--- src/sv/lfk_pkg.sv ---
// Shared types, constants and small functions for the leg forward kinematics block.
package lfk_pkg;

   localparam int IN_W       = 17;
   localparam int OUT_W      = 17;
   localparam int LEN_W      = 10;
   localparam int OFF_W      = 8;
   localparam int CSR_IDX_W  = 3;
   localparam int CSR_DATA_W = 10;

   localparam logic [CSR_IDX_W-1:0] CSR_BODY_PIVOT_RADIUS = 3'd0;
   localparam logic [CSR_IDX_W-1:0] CSR_HIP_LENGTH        = 3'd1;
   localparam logic [CSR_IDX_W-1:0] CSR_UPPER_LENGTH      = 3'd2;
   localparam logic [CSR_IDX_W-1:0] CSR_LOWER_LENGTH      = 3'd3;
   localparam logic [CSR_IDX_W-1:0] CSR_HIP_HEIGHT        = 3'd4;
   localparam logic [CSR_IDX_W-1:0] CSR_ANKLE_OFFSET      = 3'd5;

   // Trig values are Q30, CORDIC angles are degrees Q16.
   localparam int TW = 32;
   localparam int ZW = 25;
   localparam logic signed [TW-1:0] CORDIC_GAIN = 32'sd652032874;

   // Reciprocal of 90 for the quadrant split: ceil(2^24 / 90).
   localparam int RECIP_W     = 18;
   localparam int RECIP_SHIFT = 24;
   localparam logic [RECIP_W-1:0] RECIP = 18'd186414;

   localparam logic [1:0] QUAD_0 = 2'd0;
   localparam logic [1:0] QUAD_1 = 2'd1;
   localparam logic [1:0] QUAD_2 = 2'd2;
   localparam logic [1:0] QUAD_3 = 2'd3;

   typedef struct packed {
      logic signed [TW-1:0] cos_v;
      logic signed [TW-1:0] sin_v;
   } trig_type;

   typedef struct packed {
      logic        [LEN_W-1:0] radius;
      logic        [LEN_W-1:0] hip_length;
      logic        [LEN_W-1:0] upper_length;
      logic        [LEN_W-1:0] lower_length;
      logic signed [LEN_W-1:0] hip_height;
   } geom_type;

   function automatic logic signed [ZW-1:0] atan_q16(input int idx);
      logic signed [ZW-1:0] r;
      case (idx)
         0:  r = 25'sd2949120;
         1:  r = 25'sd1740967;
         2:  r = 25'sd919879;
         3:  r = 25'sd466945;
         4:  r = 25'sd234379;
         5:  r = 25'sd117304;
         6:  r = 25'sd58666;
         7:  r = 25'sd29335;
         8:  r = 25'sd14668;
         9:  r = 25'sd7334;
         10: r = 25'sd3667;
         11: r = 25'sd1833;
         12: r = 25'sd917;
         13: r = 25'sd458;
         14: r = 25'sd229;
         15: r = 25'sd115;
         16: r = 25'sd57;
         17: r = 25'sd29;
         18: r = 25'sd14;
         19: r = 25'sd7;
         20: r = 25'sd4;
         21: r = 25'sd2;
         22: r = 25'sd1;
         default: r = 25'sd0;
      endcase
      return r;
   endfunction

   function automatic logic signed [OUT_W-1:0] sat_out(input logic signed [23:0] v);
      logic signed [OUT_W-1:0] r;
      if (v > 24'sd65535) begin
         r = 17'sd65535;
      end else if (v < -24'sd65536) begin
         r = -17'sd65536;
      end else begin
         r = v[OUT_W-1:0];
      end
      return r;
   endfunction

endpackage

--- src/sv/lfk_cordic.sv ---
// Pipelined rotation-mode CORDIC, one iteration per stage, with quadrant unfolding.
module lfk_cordic #(
   parameter int STAGES = 16
) (
   input  logic                          clock,
   input  logic                          advance,
   input  logic [1:0]                    quadrant,
   input  logic signed [lfk_pkg::ZW-1:0] angle,
   output lfk_pkg::trig_type             result
);

   localparam int TW = lfk_pkg::TW;
   localparam int ZW = lfk_pkg::ZW;

   logic signed [TW-1:0] x_ff [STAGES];
   logic signed [TW-1:0] y_ff [STAGES];
   logic signed [ZW-1:0] z_ff [STAGES];
   logic [1:0]           q_ff [STAGES];
   lfk_pkg::trig_type    result_ff;

   for (genvar i = 0; i < STAGES; i++) begin : g_stage
      logic signed [TW-1:0] xp, yp;
      logic signed [ZW-1:0] zp;
      logic [1:0]           qp;

      if (i == 0) begin : g_first
         assign xp = lfk_pkg::CORDIC_GAIN;
         assign yp = '0;
         assign zp = angle;
         assign qp = quadrant;
      end else begin : g_next
         assign xp = x_ff[i-1];
         assign yp = y_ff[i-1];
         assign zp = z_ff[i-1];
         assign qp = q_ff[i-1];
      end

      always_ff @(posedge clock) begin
         if (advance) begin
            q_ff[i] <= qp;
            if (!zp[ZW-1]) begin
               x_ff[i] <= xp - (yp >>> i);
               y_ff[i] <= yp + (xp >>> i);
               z_ff[i] <= zp - lfk_pkg::atan_q16(i);
            end else begin
               x_ff[i] <= xp + (yp >>> i);
               y_ff[i] <= yp - (xp >>> i);
               z_ff[i] <= zp + lfk_pkg::atan_q16(i);
            end
         end
      end
   end

   always_ff @(posedge clock) begin
      if (advance) begin
         case (q_ff[STAGES-1])
            lfk_pkg::QUAD_0: begin
               result_ff.cos_v <= x_ff[STAGES-1];
               result_ff.sin_v <= y_ff[STAGES-1];
            end
            lfk_pkg::QUAD_1: begin
               result_ff.cos_v <= -y_ff[STAGES-1];
               result_ff.sin_v <= x_ff[STAGES-1];
            end
            lfk_pkg::QUAD_2: begin
               result_ff.cos_v <= -x_ff[STAGES-1];
               result_ff.sin_v <= -y_ff[STAGES-1];
            end
            default: begin
               result_ff.cos_v <= y_ff[STAGES-1];
               result_ff.sin_v <= -x_ff[STAGES-1];
            end
         endcase
      end
   end

   assign result = result_ff;

endmodule

--- config.mk ---
export PLATFORM = sky130hd
export DESIGN_NAME = lfk_cordic
export DESIGN_NICKNAME = d
export VERILOG_FILES = /design/src/sv/lfk_pkg.sv /design/src/sv/lfk_cordic.sv
export SDC_FILE = /design/constraint.sdc
export NUM_CORES = 2
export LEC_CHECK = 0
export BUFFER_PORTS_ARGS = -buffer_cell sky130_fd_sc_hd__buf_4
export CORE_UTILIZATION = 50
export DETAILED_ROUTE_END_ITERATION = 10
export PLACE_DENSITY = 0.65
export RECOVER_POWER = 25
export SETUP_SLACK_MARGIN = 0.4
export SLEW_MARGIN = 20
export SYNTH_ARGS = -nofsm -noshare
export SYNTH_HDL_FRONTEND = slang
export SYNTH_SLANG_ARGS = --single-unit
--- constraint.sdc ---
create_clock -name clock -period 7.6 [get_ports clock]
set_clock_uncertainty 0.15 [all_clocks]
set_input_delay 1.52 -clock clock [delete_from_list [all_inputs] [get_ports clock]]
set_output_delay 1.52 -clock clock [all_outputs]
set_load 0.02 [all_outputs]
==> flow_summary.yaml <==
worst_setup_path:
  arrival_ns: 6.27
  cp_max_fo: 64
  cp_cell_sequence: "buf_16, nand2_1, clkinv_1, buf_4, a21oi_1, xnor2_1, ha_1, nand3_1, o2111ai_1, a31oi_1, o21ai_0, a31oi_1, o21a_1, o21ai_0, o21ai_0, nand2b_1, a21oi_1, xnor2_1"
  worstPathRequired_ns: 8.02
  crit_type: "input port to flip-flop"
  worst_setup_path_end_kind: "flip-flop"
  worstSetupStartpointType: "input port"
  cpPeakStageDelay_ns: 0.68
  timing.critical_path.mode_cell: "o21ai_0"
  slowest_stage: "o21ai_0"
detailed_routing:
  met2_length_um: 143000
  antenna_left: 0
  wl_met1_um: 136000
  first_pass_iters: 6
  routedWlPerCell_um: 20.2
  via_count: 88500
  routed.top_layer: "met5"
  drt_first_iter_violations: 6727
  drc: 0
  drt-total-wl_um: 303000
  avgViaCountPerCell: 5.90
  met3_length_um: 15400
sta:
  clock.fmax_mhz: 171
  hold_viol: 0
  drv_slew: 435
  fin_setup_tns_ns: 0
  worst_slack_ns: 1.75
  grt_setup_unrepaired: "no"
  relSlewSlack: -1.38
  setup_violations: 0
  min_period_ns: 5.85
  fin_crit_sh: 0.770
  tightest_slew_ns: 3.58
  holdWs_ns: 0.265
clock_network:
  cts_buffers: 166
  insertion_delay_ns: 0.84
  clk_pin_slew_worst_paths_ns: 0.06
  htreeDepth: 4
  cts-root-buf: "clkbuf_16"
  hold_buffers: 0
  cts.repair.resized: 0
  clockBufferDepth: 3
  post_cts_buffers: 0
  clock_sinks: 1384
  cts_tree: "yes"
global_routing:
  grt_pass1_vias: 85500
  grt_max_degree: 165
  gr-total-overflow: 0
  grt_pass1_wl_um: 475000
  grt_util_all_layers: 0.258
  antenna_found_initial: 7
synthesis:
  synth_edf_count: 1384
  postSynthAreaPerCell_sq_um: 9.75
  syn_area_sq_mm: 0.114
  synth_cell_types: 104
  syn-instance-count: 11700
  ys_async_sr_fraction: 0
  ys_ff_latch: 1384
  ys_seq_area_frac: 0.364
  syn_nets: 13100
  ys_warn_count: 0
  synthFlopType: "edfxtp_1"
finish:
  layout-drive-gt1-share: 0.0491
  layout_common_cells: "edfxtp_1 (1384), ha_1 (1320), a21oi_1 (1196), xnor2_1 (1162), nor2_1 (917)"
  fin_nets: 13200
  syn2layout_area_growth_pct: 8.66
  fillerInstances: 20100
  layout_commonest_cell: "edfxtp_1"
floorplan:
  die_area_sq_mm: 0.230
  core-area_sq_mm: 0.227
  start_util: 0.503
  die_width_um: 480
  die_h_um: 480
  pin_count: 93
  num_rows: 175
placement:
  place_ws_ns: 0.930
  hpwlAfterDp_um: 241000
  place.gp.congestion: 0.958
  portBuffers: 92
run:
  cap_violations: 8
run_status:
  status: "finished, violations left"
  violations: "max-capacitance violations, max-slew violations"
hold_path:
  hold_path.class: "flip-flop to flip-flop"
-- worst paths after layout --
| path | cells past startpoint | slack (ns) | from | to |
|---|---|---|---|---|
| worst max-delay path | 18 | 1.75 | advance | y_ff[4][30] |
| worst min register to register | 0 | 0.26 | z_ff[0][176] | z_ff[1][1] |
| worst max register to register | 17 | 1.78 | x_ff[5][44] | y_ff[12][30] |
| worst min-delay path | 0 | 0.26 | z_ff[0][176] | z_ff[1][1] |
-- state kept, by name, indices dropped and copies added (netlist names) --
| signal | count |
|---|---|
| q_ff | 32 |
| y_ff | 481 |
| x_ff | 456 |
| result | 64 |
| z_ff | 351 |
-- cells in the mapped netlist (all sizes together) (21+ instances only) --
cell type	n	area (sq um)
nor4	89	618
nand2b	177	1110
mux2	35	394
a31oi	107	669
a211o	24	210
xor2	590	5170
inv	455	1710
o21bai	142	1070
or4	44	345
ha	1320	16500
fa	44	881
clkbuf	171	642
o31a	21	184
nand3b	30	225
a21boi	35	263
nand4	80	500
a221oi	26	240
a211oi	94	711
nor2	918	3450
nor3b	22	170
o21ai	641	3210
nor3	305	1540
nor2b	141	882
nand2	674	2530
o41ai	49	444
mux2i	67	671
xnor2	1162	10200
nand3	181	906
o31ai	116	876
o21a	182	1370
buf	44	174
and3	82	513
a21o	532	3990
a21oi	1197	6000
o211ai	49	368
a2111oi	22	199
and4	28	245
or2	45	284
edfxtp	1384	41600
a31o	25	219
and2	52	328
or3	89	577
a41oi	36	323
-- cells by family (layout without fill, tap and decap cells) --
family	after synthesis	count (layout)	synth area share
AO/OA/AOI/OAI	3449	3449	0.190
AND/OR/NAND/NOR	2990	2990	0.127
XOR/XNOR	1752	1752	0.134
flip-flops	1384	1384	0.364
adder cells (fa/ha/maj)	1364	1364	0.152
buffers and inverters	676	941	0.0223
multiplexers	104	104	0.00971
other	0	3	0
-- layout make-up --
class / count / area [sq um] / area share
clock inverters: 108 / 1240 / 0.0100
repair buffers: 181 / 1430 / 0.0115
inverters: 461 / 1730 / 0.0139
flip-flops and latches: 1384 / 41600 / 0.335
well taps: 3009 / 3760 / 0.0303
diodes: 3 / 7.51 / 0.0000605
multi-input cells: 9659 / 70100 / 0.565
clock buffers: 191 / 4270 / 0.0344
-- layer usage --
metal	track usage	vias up
met1	0.344	42100
met2	0.438	2318
li1	-	43700
met5	0	-
met3	0.0287	442
met4	0.0768	4
-- worst max-delay path: cells and delay by family --
kind,cells,cell delay [ns]
AO/OA/AOI/OAI,9,2.37
adder cells (fa/ha/maj),1,0.36
buffers and inverters,3,0.86
XOR/XNOR,2,0.27
AND/OR/NAND/NOR,3,0.64
-- per-stage QoR --
stage	instance area [sq um]	instances	utilization
3_5_place_dp	119000	14700	0.522
3_3_place_gp	119000	14700	0.522
5_1_grt	124000	15000	0.546
4_1_cts	124000	15000	0.546
2_1_floorplan	114000	11700	-
6_report	124000	15000	0.546
Power is left out: the tool's default activity adds up to more than one toggle a clock period on the data nets, which glitch-free logic cannot reach.
