<file path="src/sv/lfk_pkg.sv">
// Shared types, constants and small functions for the leg forward kinematics block.
package lfk_pkg;

   localparam int IN_W       = 17;
   localparam int OUT_W      = 17;
   localparam int LEN_W      = 10;
   localparam int OFF_W      = 8;
   localparam int CSR_IDX_W  = 3;
   localparam int CSR_DATA_W = 10;

   localparam logic [CSR_IDX_W-1:0] CSR_BODY_PIVOT_RADIUS = 3'd0;
   localparam logic [CSR_IDX_W-1:0] CSR_HIP_LENGTH        = 3'd1;
   localparam logic [CSR_IDX_W-1:0] CSR_UPPER_LENGTH      = 3'd2;
   localparam logic [CSR_IDX_W-1:0] CSR_LOWER_LENGTH      = 3'd3;
   localparam logic [CSR_IDX_W-1:0] CSR_HIP_HEIGHT        = 3'd4;
   localparam logic [CSR_IDX_W-1:0] CSR_ANKLE_OFFSET      = 3'd5;

   // Trig values are Q30, CORDIC angles are degrees Q16.
   localparam int TW = 32;
   localparam int ZW = 25;
   localparam logic signed [TW-1:0] CORDIC_GAIN = 32'sd652032874;

   // Reciprocal of 90 for the quadrant split: ceil(2^24 / 90).
   localparam int RECIP_W     = 18;
   localparam int RECIP_SHIFT = 24;
   localparam logic [RECIP_W-1:0] RECIP = 18'd186414;

   localparam logic [1:0] QUAD_0 = 2'd0;
   localparam logic [1:0] QUAD_1 = 2'd1;
   localparam logic [1:0] QUAD_2 = 2'd2;
   localparam logic [1:0] QUAD_3 = 2'd3;

   typedef struct packed {
      logic signed [TW-1:0] cos_v;
      logic signed [TW-1:0] sin_v;
   } trig_type;

   typedef struct packed {
      logic        [LEN_W-1:0] radius;
      logic        [LEN_W-1:0] hip_length;
      logic        [LEN_W-1:0] upper_length;
      logic        [LEN_W-1:0] lower_length;
      logic signed [LEN_W-1:0] hip_height;
   } geom_type;

   function automatic logic signed [ZW-1:0] atan_q16(input int idx);
      logic signed [ZW-1:0] r;
      case (idx)
         0:  r = 25'sd2949120;
         1:  r = 25'sd1740967;
         2:  r = 25'sd919879;
         3:  r = 25'sd466945;
         4:  r = 25'sd234379;
         5:  r = 25'sd117304;
         6:  r = 25'sd58666;
         7:  r = 25'sd29335;
         8:  r = 25'sd14668;
         9:  r = 25'sd7334;
         10: r = 25'sd3667;
         11: r = 25'sd1833;
         12: r = 25'sd917;
         13: r = 25'sd458;
         14: r = 25'sd229;
         15: r = 25'sd115;
         16: r = 25'sd57;
         17: r = 25'sd29;
         18: r = 25'sd14;
         19: r = 25'sd7;
         20: r = 25'sd4;
         21: r = 25'sd2;
         22: r = 25'sd1;
         default: r = 25'sd0;
      endcase
      return r;
   endfunction

   function automatic logic signed [OUT_W-1:0] sat_out(input logic signed [23:0] v);
      logic signed [OUT_W-1:0] r;
      if (v > 24'sd65535) begin
         r = 17'sd65535;
      end else if (v < -24'sd65536) begin
         r = -17'sd65536;
      end else begin
         r = v[OUT_W-1:0];
      end
      return r;
   endfunction

endpackage

</file>
<file path="src/sv/lfk_angle_reduce.sv">
// Two-stage reduction of an angle into a quadrant and a residue in degrees Q16.
module lfk_angle_reduce #(
   parameter int ANGLE_FRAC_BITS = 7,
   parameter int SUM_W = 19
) (
   input  logic                            clock,
   input  logic                            advance,
   input  logic signed [SUM_W-1:0]         angle,
   output logic [1:0]                      quadrant,
   output logic signed [lfk_pkg::ZW-1:0]   residue
);

   localparam int UW    = SUM_W - ANGLE_FRAC_BITS;
   localparam int PW    = UW + lfk_pkg::RECIP_W + 1;
   localparam int QW    = PW - lfk_pkg::RECIP_SHIFT;
   localparam int RW    = SUM_W + 1;
   localparam int RES_W = ANGLE_FRAC_BITS + 7;
   localparam logic signed [RW-1:0] QUARTER = RW'(90 << ANGLE_FRAC_BITS);

   logic signed [PW-1:0]    prod_ff;
   logic signed [SUM_W-1:0] angle_ff;
   logic [1:0]              quad_ff;
   logic signed [lfk_pkg::ZW-1:0] res_ff;

   logic signed [UW-1:0] whole_deg;
   logic signed [QW-1:0] q0, q1;
   logic signed [RW-1:0] r0, r1;

   assign whole_deg = angle[SUM_W-1:ANGLE_FRAC_BITS];

   always_ff @(posedge clock) begin
      if (advance) begin
         prod_ff  <= PW'(whole_deg) * $signed({1'b0, lfk_pkg::RECIP});
         angle_ff <= angle;
      end
   end

   // The reciprocal estimate is off by at most one quarter turn either way.
   always_comb begin
      q0 = prod_ff[PW-1:lfk_pkg::RECIP_SHIFT];
      r0 = RW'(angle_ff) - RW'(q0) * QUARTER;
      if (r0 < 0) begin
         q1 = q0 - QW'(1);
         r1 = r0 + QUARTER;
      end else if (r0 >= QUARTER) begin
         q1 = q0 + QW'(1);
         r1 = r0 - QUARTER;
      end else begin
         q1 = q0;
         r1 = r0;
      end
   end

   always_ff @(posedge clock) begin
      if (advance) begin
         quad_ff <= q1[1:0];
         res_ff  <= lfk_pkg::ZW'({r1[RES_W-1:0], {(16 - ANGLE_FRAC_BITS){1'b0}}});
      end
   end

   assign quadrant = quad_ff;
   assign residue  = res_ff;

endmodule

</file>
<file path="config.mk">
export PLATFORM = sky130hd
export DESIGN_NAME = lfk_angle_reduce
export DESIGN_NICKNAME = d
export VERILOG_FILES = /design/src/sv/lfk_pkg.sv /design/src/sv/lfk_angle_reduce.sv
export SDC_FILE = /design/constraint.sdc
export NUM_CORES = 1
export LEC_CHECK = 0
export BUFFER_PORTS_ARGS = -buffer_cell sky130_fd_sc_hd__buf_2
export CAP_MARGIN = 25
export CORE_MARGIN = 4
export CORE_UTILIZATION = 56
export DETAILED_ROUTE_END_ITERATION = 16
export GPL_TIMING_DRIVEN = 1
export MAX_ROUTING_LAYER = met4
export PLACE_DENSITY = 0.78
export SKIP_LAST_GASP = 1
export SYNTH_ARGS = -nofsm -noshare
export SYNTH_HDL_FRONTEND = slang
export SYNTH_SLANG_ARGS = --single-unit
</file>
<file path="constraint.sdc">
create_clock -name clock -period 4.9 [get_ports clock]
set_clock_uncertainty 0.15 [all_clocks]
set_input_delay 0.245 -clock clock [delete_from_list [all_inputs] [get_ports clock]]
set_output_delay 0.245 -clock clock [all_outputs]
set_load 0.01 [all_outputs]
</file>
==> results.sh, run 1 <==
export IMPL_grt_util_all_layers=0.2034
export IMPL_synth_edf_count=42
export IMPL_setup_viol=8
export IMPL_r2r_cells=22
export IMPL_rsz0062_at_grt="true"
export IMPL_ctsRootBufferMaster="clkbuf_8"
export IMPL_holdPathStages=2
export IMPL_synth_most_common_cell="ha_1"
export IMPL_slew_headroom=0.3954
export IMPL_synth_area_leaders="ha_1 (28%), fa_1 (22%), edfxtp_1 (21%)"
export IMPL_cts_tree="done"
export IMPL_yosysTopAreaCell="ha_1"
export IMPL_syn_area_sq_um=5977
export IMPL_fp_row_count=37
export IMPL_slew_violations=0
export IMPL_die_w_um=111.3
export IMPL_hold_path_class="in2reg"
export IMPL_syn_area_per_cell_sq_um=10.77
export IMPL_ys_seq_elements=42
export IMPL_synth_cells=555
export IMPL_drive_above_1_share=0.2150
export IMPL_drtAntennaViolNets=0
export IMPL_routed_wl_um=12220
export IMPL_syn_to_final_growth_pct=19.01
export IMPL_critPathMaxStageDelay_ns=0.53
export IMPL_drtIter0Drc=126
export IMPL_finalWorstSetupSlack_ns=-0.2593
export IMPL_cp_common_cell="ha_1"
export IMPL_path_clk_slew_ns=0.08
export IMPL_die_y_um=111.3
export IMPL_crit_path_top_delay_cell="fa_1"
export IMPL_violations="negative setup slack"
export IMPL_synth_seq_area_share=0.2110
export IMPL_r2r_start="prod_ff[28]"
export IMPL_n_fill_cell=764
export IMPL_final_nets=888
export IMPL_fmax_mhz=193.8
export IMPL_grt_pass1_wl_um=20040
export IMPL_path_buf_inv=4
export IMPL_gr_total_overflow=0
export IMPL_arrival_ns=5.03
export IMPL_crit_fanout=5
export IMPL_post_place_ws_ns=-0.3473
export IMPL_worstMarginPinSlew_ns=0.9069
export IMPL_synth_common_cells="ha_1 (136), inv_1 (125), fa_1 (67)"
export IMPL_status="complete, but fails checks"
export IMPL_holdCritStartpoint="angle[8]"
export IMPL_firstDrtPassIters=4
export IMPL_hold_violations=0
export IMPL_worstSkewPairLatency_ns=0.29
export IMPL_ys_types=47
export IMPL_hold_end="angle_ff[8]"
export IMPL_htree_levels=2
export IMPL_gp_congestion=0.8946
export IMPL_cts_buffers=5
export IMPL_vias=4175
export IMPL_finalCritPeriodShare=1.053
export IMPL_fin_crit_ns=5.159
export IMPL_required_ns=4.77
export IMPL_path_class="reg2reg"
export IMPL_antenna_found_initial=0
export IMPL_grt_max_degree=43
export IMPL_antenna_cells=0
export IMPL_crit_path_end_kind="register"
export IMPL_ioPinCount=48
export IMPL_cts_buffer_depth=2
export IMPL_dieArea_sq_um=12390
export IMPL_r2r_end="residue[20]"
export IMPL_synth_top_area_share=0.2847
export IMPL_r2r_setup_slack_ns=-0.26
export IMPL_cp_top_family="adder cells"
export IMPL_cts_sinks=42
export IMPL_ys_warn_count=0
export IMPL_hpwl_um=10260
export IMPL_cp_cell_sequence="ha_1, ha_1, inv_2, fa_1, fa_1, inv_2, ha_4, inv_4, nor2_2, o21a_1, o21ai_2, nand2b_1, a21oi_2, xor2_1, ha_1, o21ai_2, nor4_2, nor3_1, xnor2_1, buf_4, mux2i_2, xnor2_1"
export IMPL_synthArstFlopShare=0
export IMPL_ys_flop_type="edfxtp_1"
export IMPL_drc_errors=0
export IMPL_grt_pass1_vias=4491
export IMPL_critPathLaunchType="register"
export IMPL_viasPerCell=5.212
export IMPL_drt_wirelength_per_cell_um=15.26
export IMPL_start_util=0.5764
export IMPL_cap_violations=0
export IMPL_io_buffers=36
export IMPL_core_area_sq_um=10370
-- placed cells by master (no fill, tap or decap), drive strengths merged, types with 4 or more instances in the layout --
master       count
ha             136
nand2           16
a31oi            4
conb            11
or3              4
a21o             6
fa              67
nor3             5
inv            126
xor2             8
a21oi           25
xnor2           19
clkbuf           6
dlygate4sd3      7
nor2            22
nand2b           4
o21ai           11
mux2i            6
edfxtp          42
buf             97
-- how the worst max path moves through the flow --
stage / start / to / slack (ns) / depth (start not counted)
final: prod_ff[28] / residue[20] / -0.26 / 22
after global routing: prod_ff[27] / residue[20] / -0.56 / 20
after CTS: prod_ff[28] / residue[18] / -0.15 / 23
after global placement: angle[16] / prod_ff[30] / -0.17 / 17
after floorplan: prod_ff[28] / residue[19] / 0.03 / 22
after detailed placement: prod_ff[28] / quadrant[0] / -0.35 / 22
-- timing repair --
action                                 4_1_cts  5_1_grt
setup endpoints to repair                    9       11
cloned                                       1        0
setup buffers                                7        3
endpoints found under the hold margin        7        0
hold buffers                                 7        0
resized for setup                           23       22
pin swaps                                   19       14
-- routing by layer --
layer,vias to the layer above,part of all wire,GRT usage,wire length (um)
met4,0,0.023,0.05839,286
met3,27,0.032,0.02347,389
met2,88,0.55,0.3772,6677
met5,-,0,-,0
met1,2009,0.40,0.2305,4867
li1,2051,-,-,-
-- sequential cells by signal, summed over array words and instances (netlist names) --
register,count
prod_ff,7
angle_ff,19
residue,14
quadrant,2
-- area by class of cell --
class                   count  area (sq um)  area share
multi-input cells         386          4404      0.6192
clock inverters             2         12.51    0.001759
well taps                 136         170.2     0.02392
inverters                 125         471.7     0.06631
flip-flops and latches     42          1261      0.1773
repair buffers            104         720.7      0.1013
clock buffers               6         72.57     0.01020
-- kinds of logic (layout without fill, tap and decap cells) --
kind of cell | count (synthesis) | after routing | share of synthesized area
simple gates | 73 | 73 | 0.06196
flops | 42 | 42 | 0.2110
compound gates | 66 | 66 | 0.07410
fa+ha+maj | 203 | 203 | 0.5091
other cells | 1 | 11 | 0.0006274
mux | 6 | 6 | 0.01005
buf+inv | 137 | 237 | 0.09357
xor+xnor | 27 | 27 | 0.03957
-- through the flow --
| step | hold WS [ns] | cell area [sq um] | utilization | instances | setup TNS, ns |
|---|---|---|---|---|---|
| 5_1_grt | 0.1562 | 7113 | 0.6859 | 801 | -4.167 |
| 3_3_place_gp | 0.2683 | 6650 | 0.6413 | 775 | -1.010 |
| 6_report | 0.1562 | 7113 | 0.6859 | 801 | -1.702 |
| 4_1_cts | 0.1559 | 6965 | 0.6717 | 798 | -0.9355 |
| 2_1_floorplan | 0.1939 | 6015 | - | 565 | 0 |
| 3_5_place_dp | 0.2736 | 6650 | 0.6413 | 775 | -3.670 |
Power of run 1 is not shown: default switching activity piles up to over one toggle a cycle in this logic, so the estimate is an artifact.
==> inputs of run 2 (changes only) <==
Settings changed: CORE_UTILIZATION 56 to 62, PLACE_DENSITY 0.78 to 0.82.
Clock period 4.9 ns to 5.9 ns, I/O delays scaled along.
==> results.sh, run 2 (synthesis results as in run 1) <==
export IMPL_finalCritPeriodShare=0.9218
export IMPL_htree_levels=2
export IMPL_postCtsHoldBufs=0
export IMPL_final_nets=821
export IMPL_die_w_um=106.2
export IMPL_grt_pass1_vias=4135
export IMPL_rsz0062_at_grt="false"
export IMPL_r2r_setup_slack_ns=0.46
export IMPL_drc_errors=0
export IMPL_arrival_ns=5.32
export IMPL_slew_violations=0
export IMPL_cts_sinks=42
export IMPL_cts_buffer_depth=2
export IMPL_top_register="angle_ff"
export IMPL_setup_tns_final_ns=0
export IMPL_required_ns=5.79
export IMPL_largest_reg_flops=19
export IMPL_vias=3962
export IMPL_core_area_sq_um=9328
export IMPL_start_util=0.6408
export IMPL_slew_headroom=0.3845
export IMPL_viasPerCell=5.450
export IMPL_cap_violations=0
export IMPL_syn_to_final_growth_pct=6.929
export IMPL_holdCritStartpoint="angle[5]"
export IMPL_hold_end="angle_ff[5]"
export IMPL_holdPathStages=1
export IMPL_dieArea_sq_um=11280
export IMPL_status="completed"
export IMPL_cts_buffers=5
export IMPL_hold_violations=0
export IMPL_drtIter0Drc=119
export IMPL_grt_max_degree=43
export IMPL_antenna_cells=0
export IMPL_crit_path_end_kind="register"
export IMPL_hpwl_um=9923
export IMPL_ctsRootBufferMaster="clkbuf_8"
export IMPL_final_common_cell="ha_1"
export IMPL_setup_viol=0
export IMPL_routed_wl_um=11220
export IMPL_fmax_mhz=183.9
export IMPL_io_buffers=36
export IMPL_mostFrequentLayoutCells="ha_1 (136), inv_1 (125), fa_1 (67), edfxtp_1 (42), buf_2 (36)"
export IMPL_gp_congestion=0.8727
export IMPL_path_clk_slew_ns=0.08
export IMPL_worstMarginPinSlew_ns=0.9232
export IMPL_gr_total_overflow=0
export IMPL_drtAntennaViolNets=0
export IMPL_drt_wirelength_per_cell_um=15.43
export IMPL_r2r_cells=22
export IMPL_worstSkewPairLatency_ns=0.29
export IMPL_fp_row_count=35
export IMPL_crit_fanout=6
export IMPL_r2r_start="prod_ff[27]"
export IMPL_post_cts_buffers=0
export IMPL_ioPinCount=48
export IMPL_fin_crit_ns=5.438
export IMPL_path_class="reg2reg"
export IMPL_cts_resized=0
export IMPL_r2r_end="residue[19]"
export IMPL_drive_above_1_share=0.09030
export IMPL_grt_pass1_wl_um=19040
export IMPL_cts_tree="done"
export IMPL_hold_path_class="in2reg"
export IMPL_firstDrtPassIters=4
export IMPL_grt_util_all_layers=0.2174
export IMPL_antenna_found_initial=0
export IMPL_critPathLaunchType="register"
export IMPL_die_y_um=106.2
-- run 2: cell types whose count changed in the layout (fill, tap and decap cells not counted), sizes merged --
cell	previous run	this run
clkbuf	6	5
clkinvlp	0	1
buf	97	37
bufinv	0	1
dlygate4sd3	7	0
clkinv	1	0
-- run 2: per-layer routing --
| layer | track usage | part of all wire |
|---|---|---|
| met1 | 0.2540 | 0.39 |
| met2 | 0.3964 | 0.54 |
| met3 | 0.01821 | 0.037 |
| met4 | 0.06938 | 0.025 |
| met5 | - | 0 |
-- run 2: worst max-delay path: stages (launching register included) --
cell	delay (ns)
edfxtp_1	0.51
ha_1	0.35
ha_1	0.28
inv_1	0.06
fa_1	0.49
fa_1	0.51
inv_1	0.05
ha_1	0.27
inv_1	0.10
nor2_1	0.06
o21a_1	0.17
o21ai_0	0.20
nand2b_1	0.08
a21oi_1	0.17
xor2_1	0.17
ha_1	0.29
nand2b_1	0.09
a31oi_1	0.08
a311oi_1	0.33
o211a_1	0.34
a21oi_1	0.11
mux2i_1	0.22
xnor2_1	0.09
-- run 2: worst max-delay path by stage --
stage,startpoint,to
final,prod_ff[27],residue[19]
after global routing,prod_ff[27],residue[19]
after CTS,prod_ff[27],quadrant[0]
after detailed placement,prod_ff[27],residue[19]
after global placement,prod_ff[27],quadrant[0]
after floorplan,prod_ff[28],residue[19]
-- run 2: per-stage QoR --
step | cells | area [sq um] | setup WS (ns) | utilization | hold slack, ns
final | 727 | 6391 | 0.4615 | 0.6852 | 0.02301
after global routing | 727 | 6391 | 0.1077 | 0.6852 | 0.008241
after CTS | 727 | 6391 | 0.4795 | 0.6852 | 0.01512
after detailed placement | 719 | 6274 | 0.5041 | 0.6726 | 0.2850
after global placement | 719 | 6274 | 0.6572 | 0.6726 | 0.2767
after floorplan | 565 | 6015 | 0.9166 | - | 0.2439
-- run 2: layout make-up --
cell class / count / area, sq um
multi-input combinational: 386 / 4194
fill: 696 / 2937
sequential: 42 / 1261
inverter: 125 / 469.2
timing repair buffer: 37 / 187.7
tap: 129 / 161.4
clock buffer: 5 / 68.82
clock inverter: 3 / 48.80
Power of run 2 is left out for the same reason.
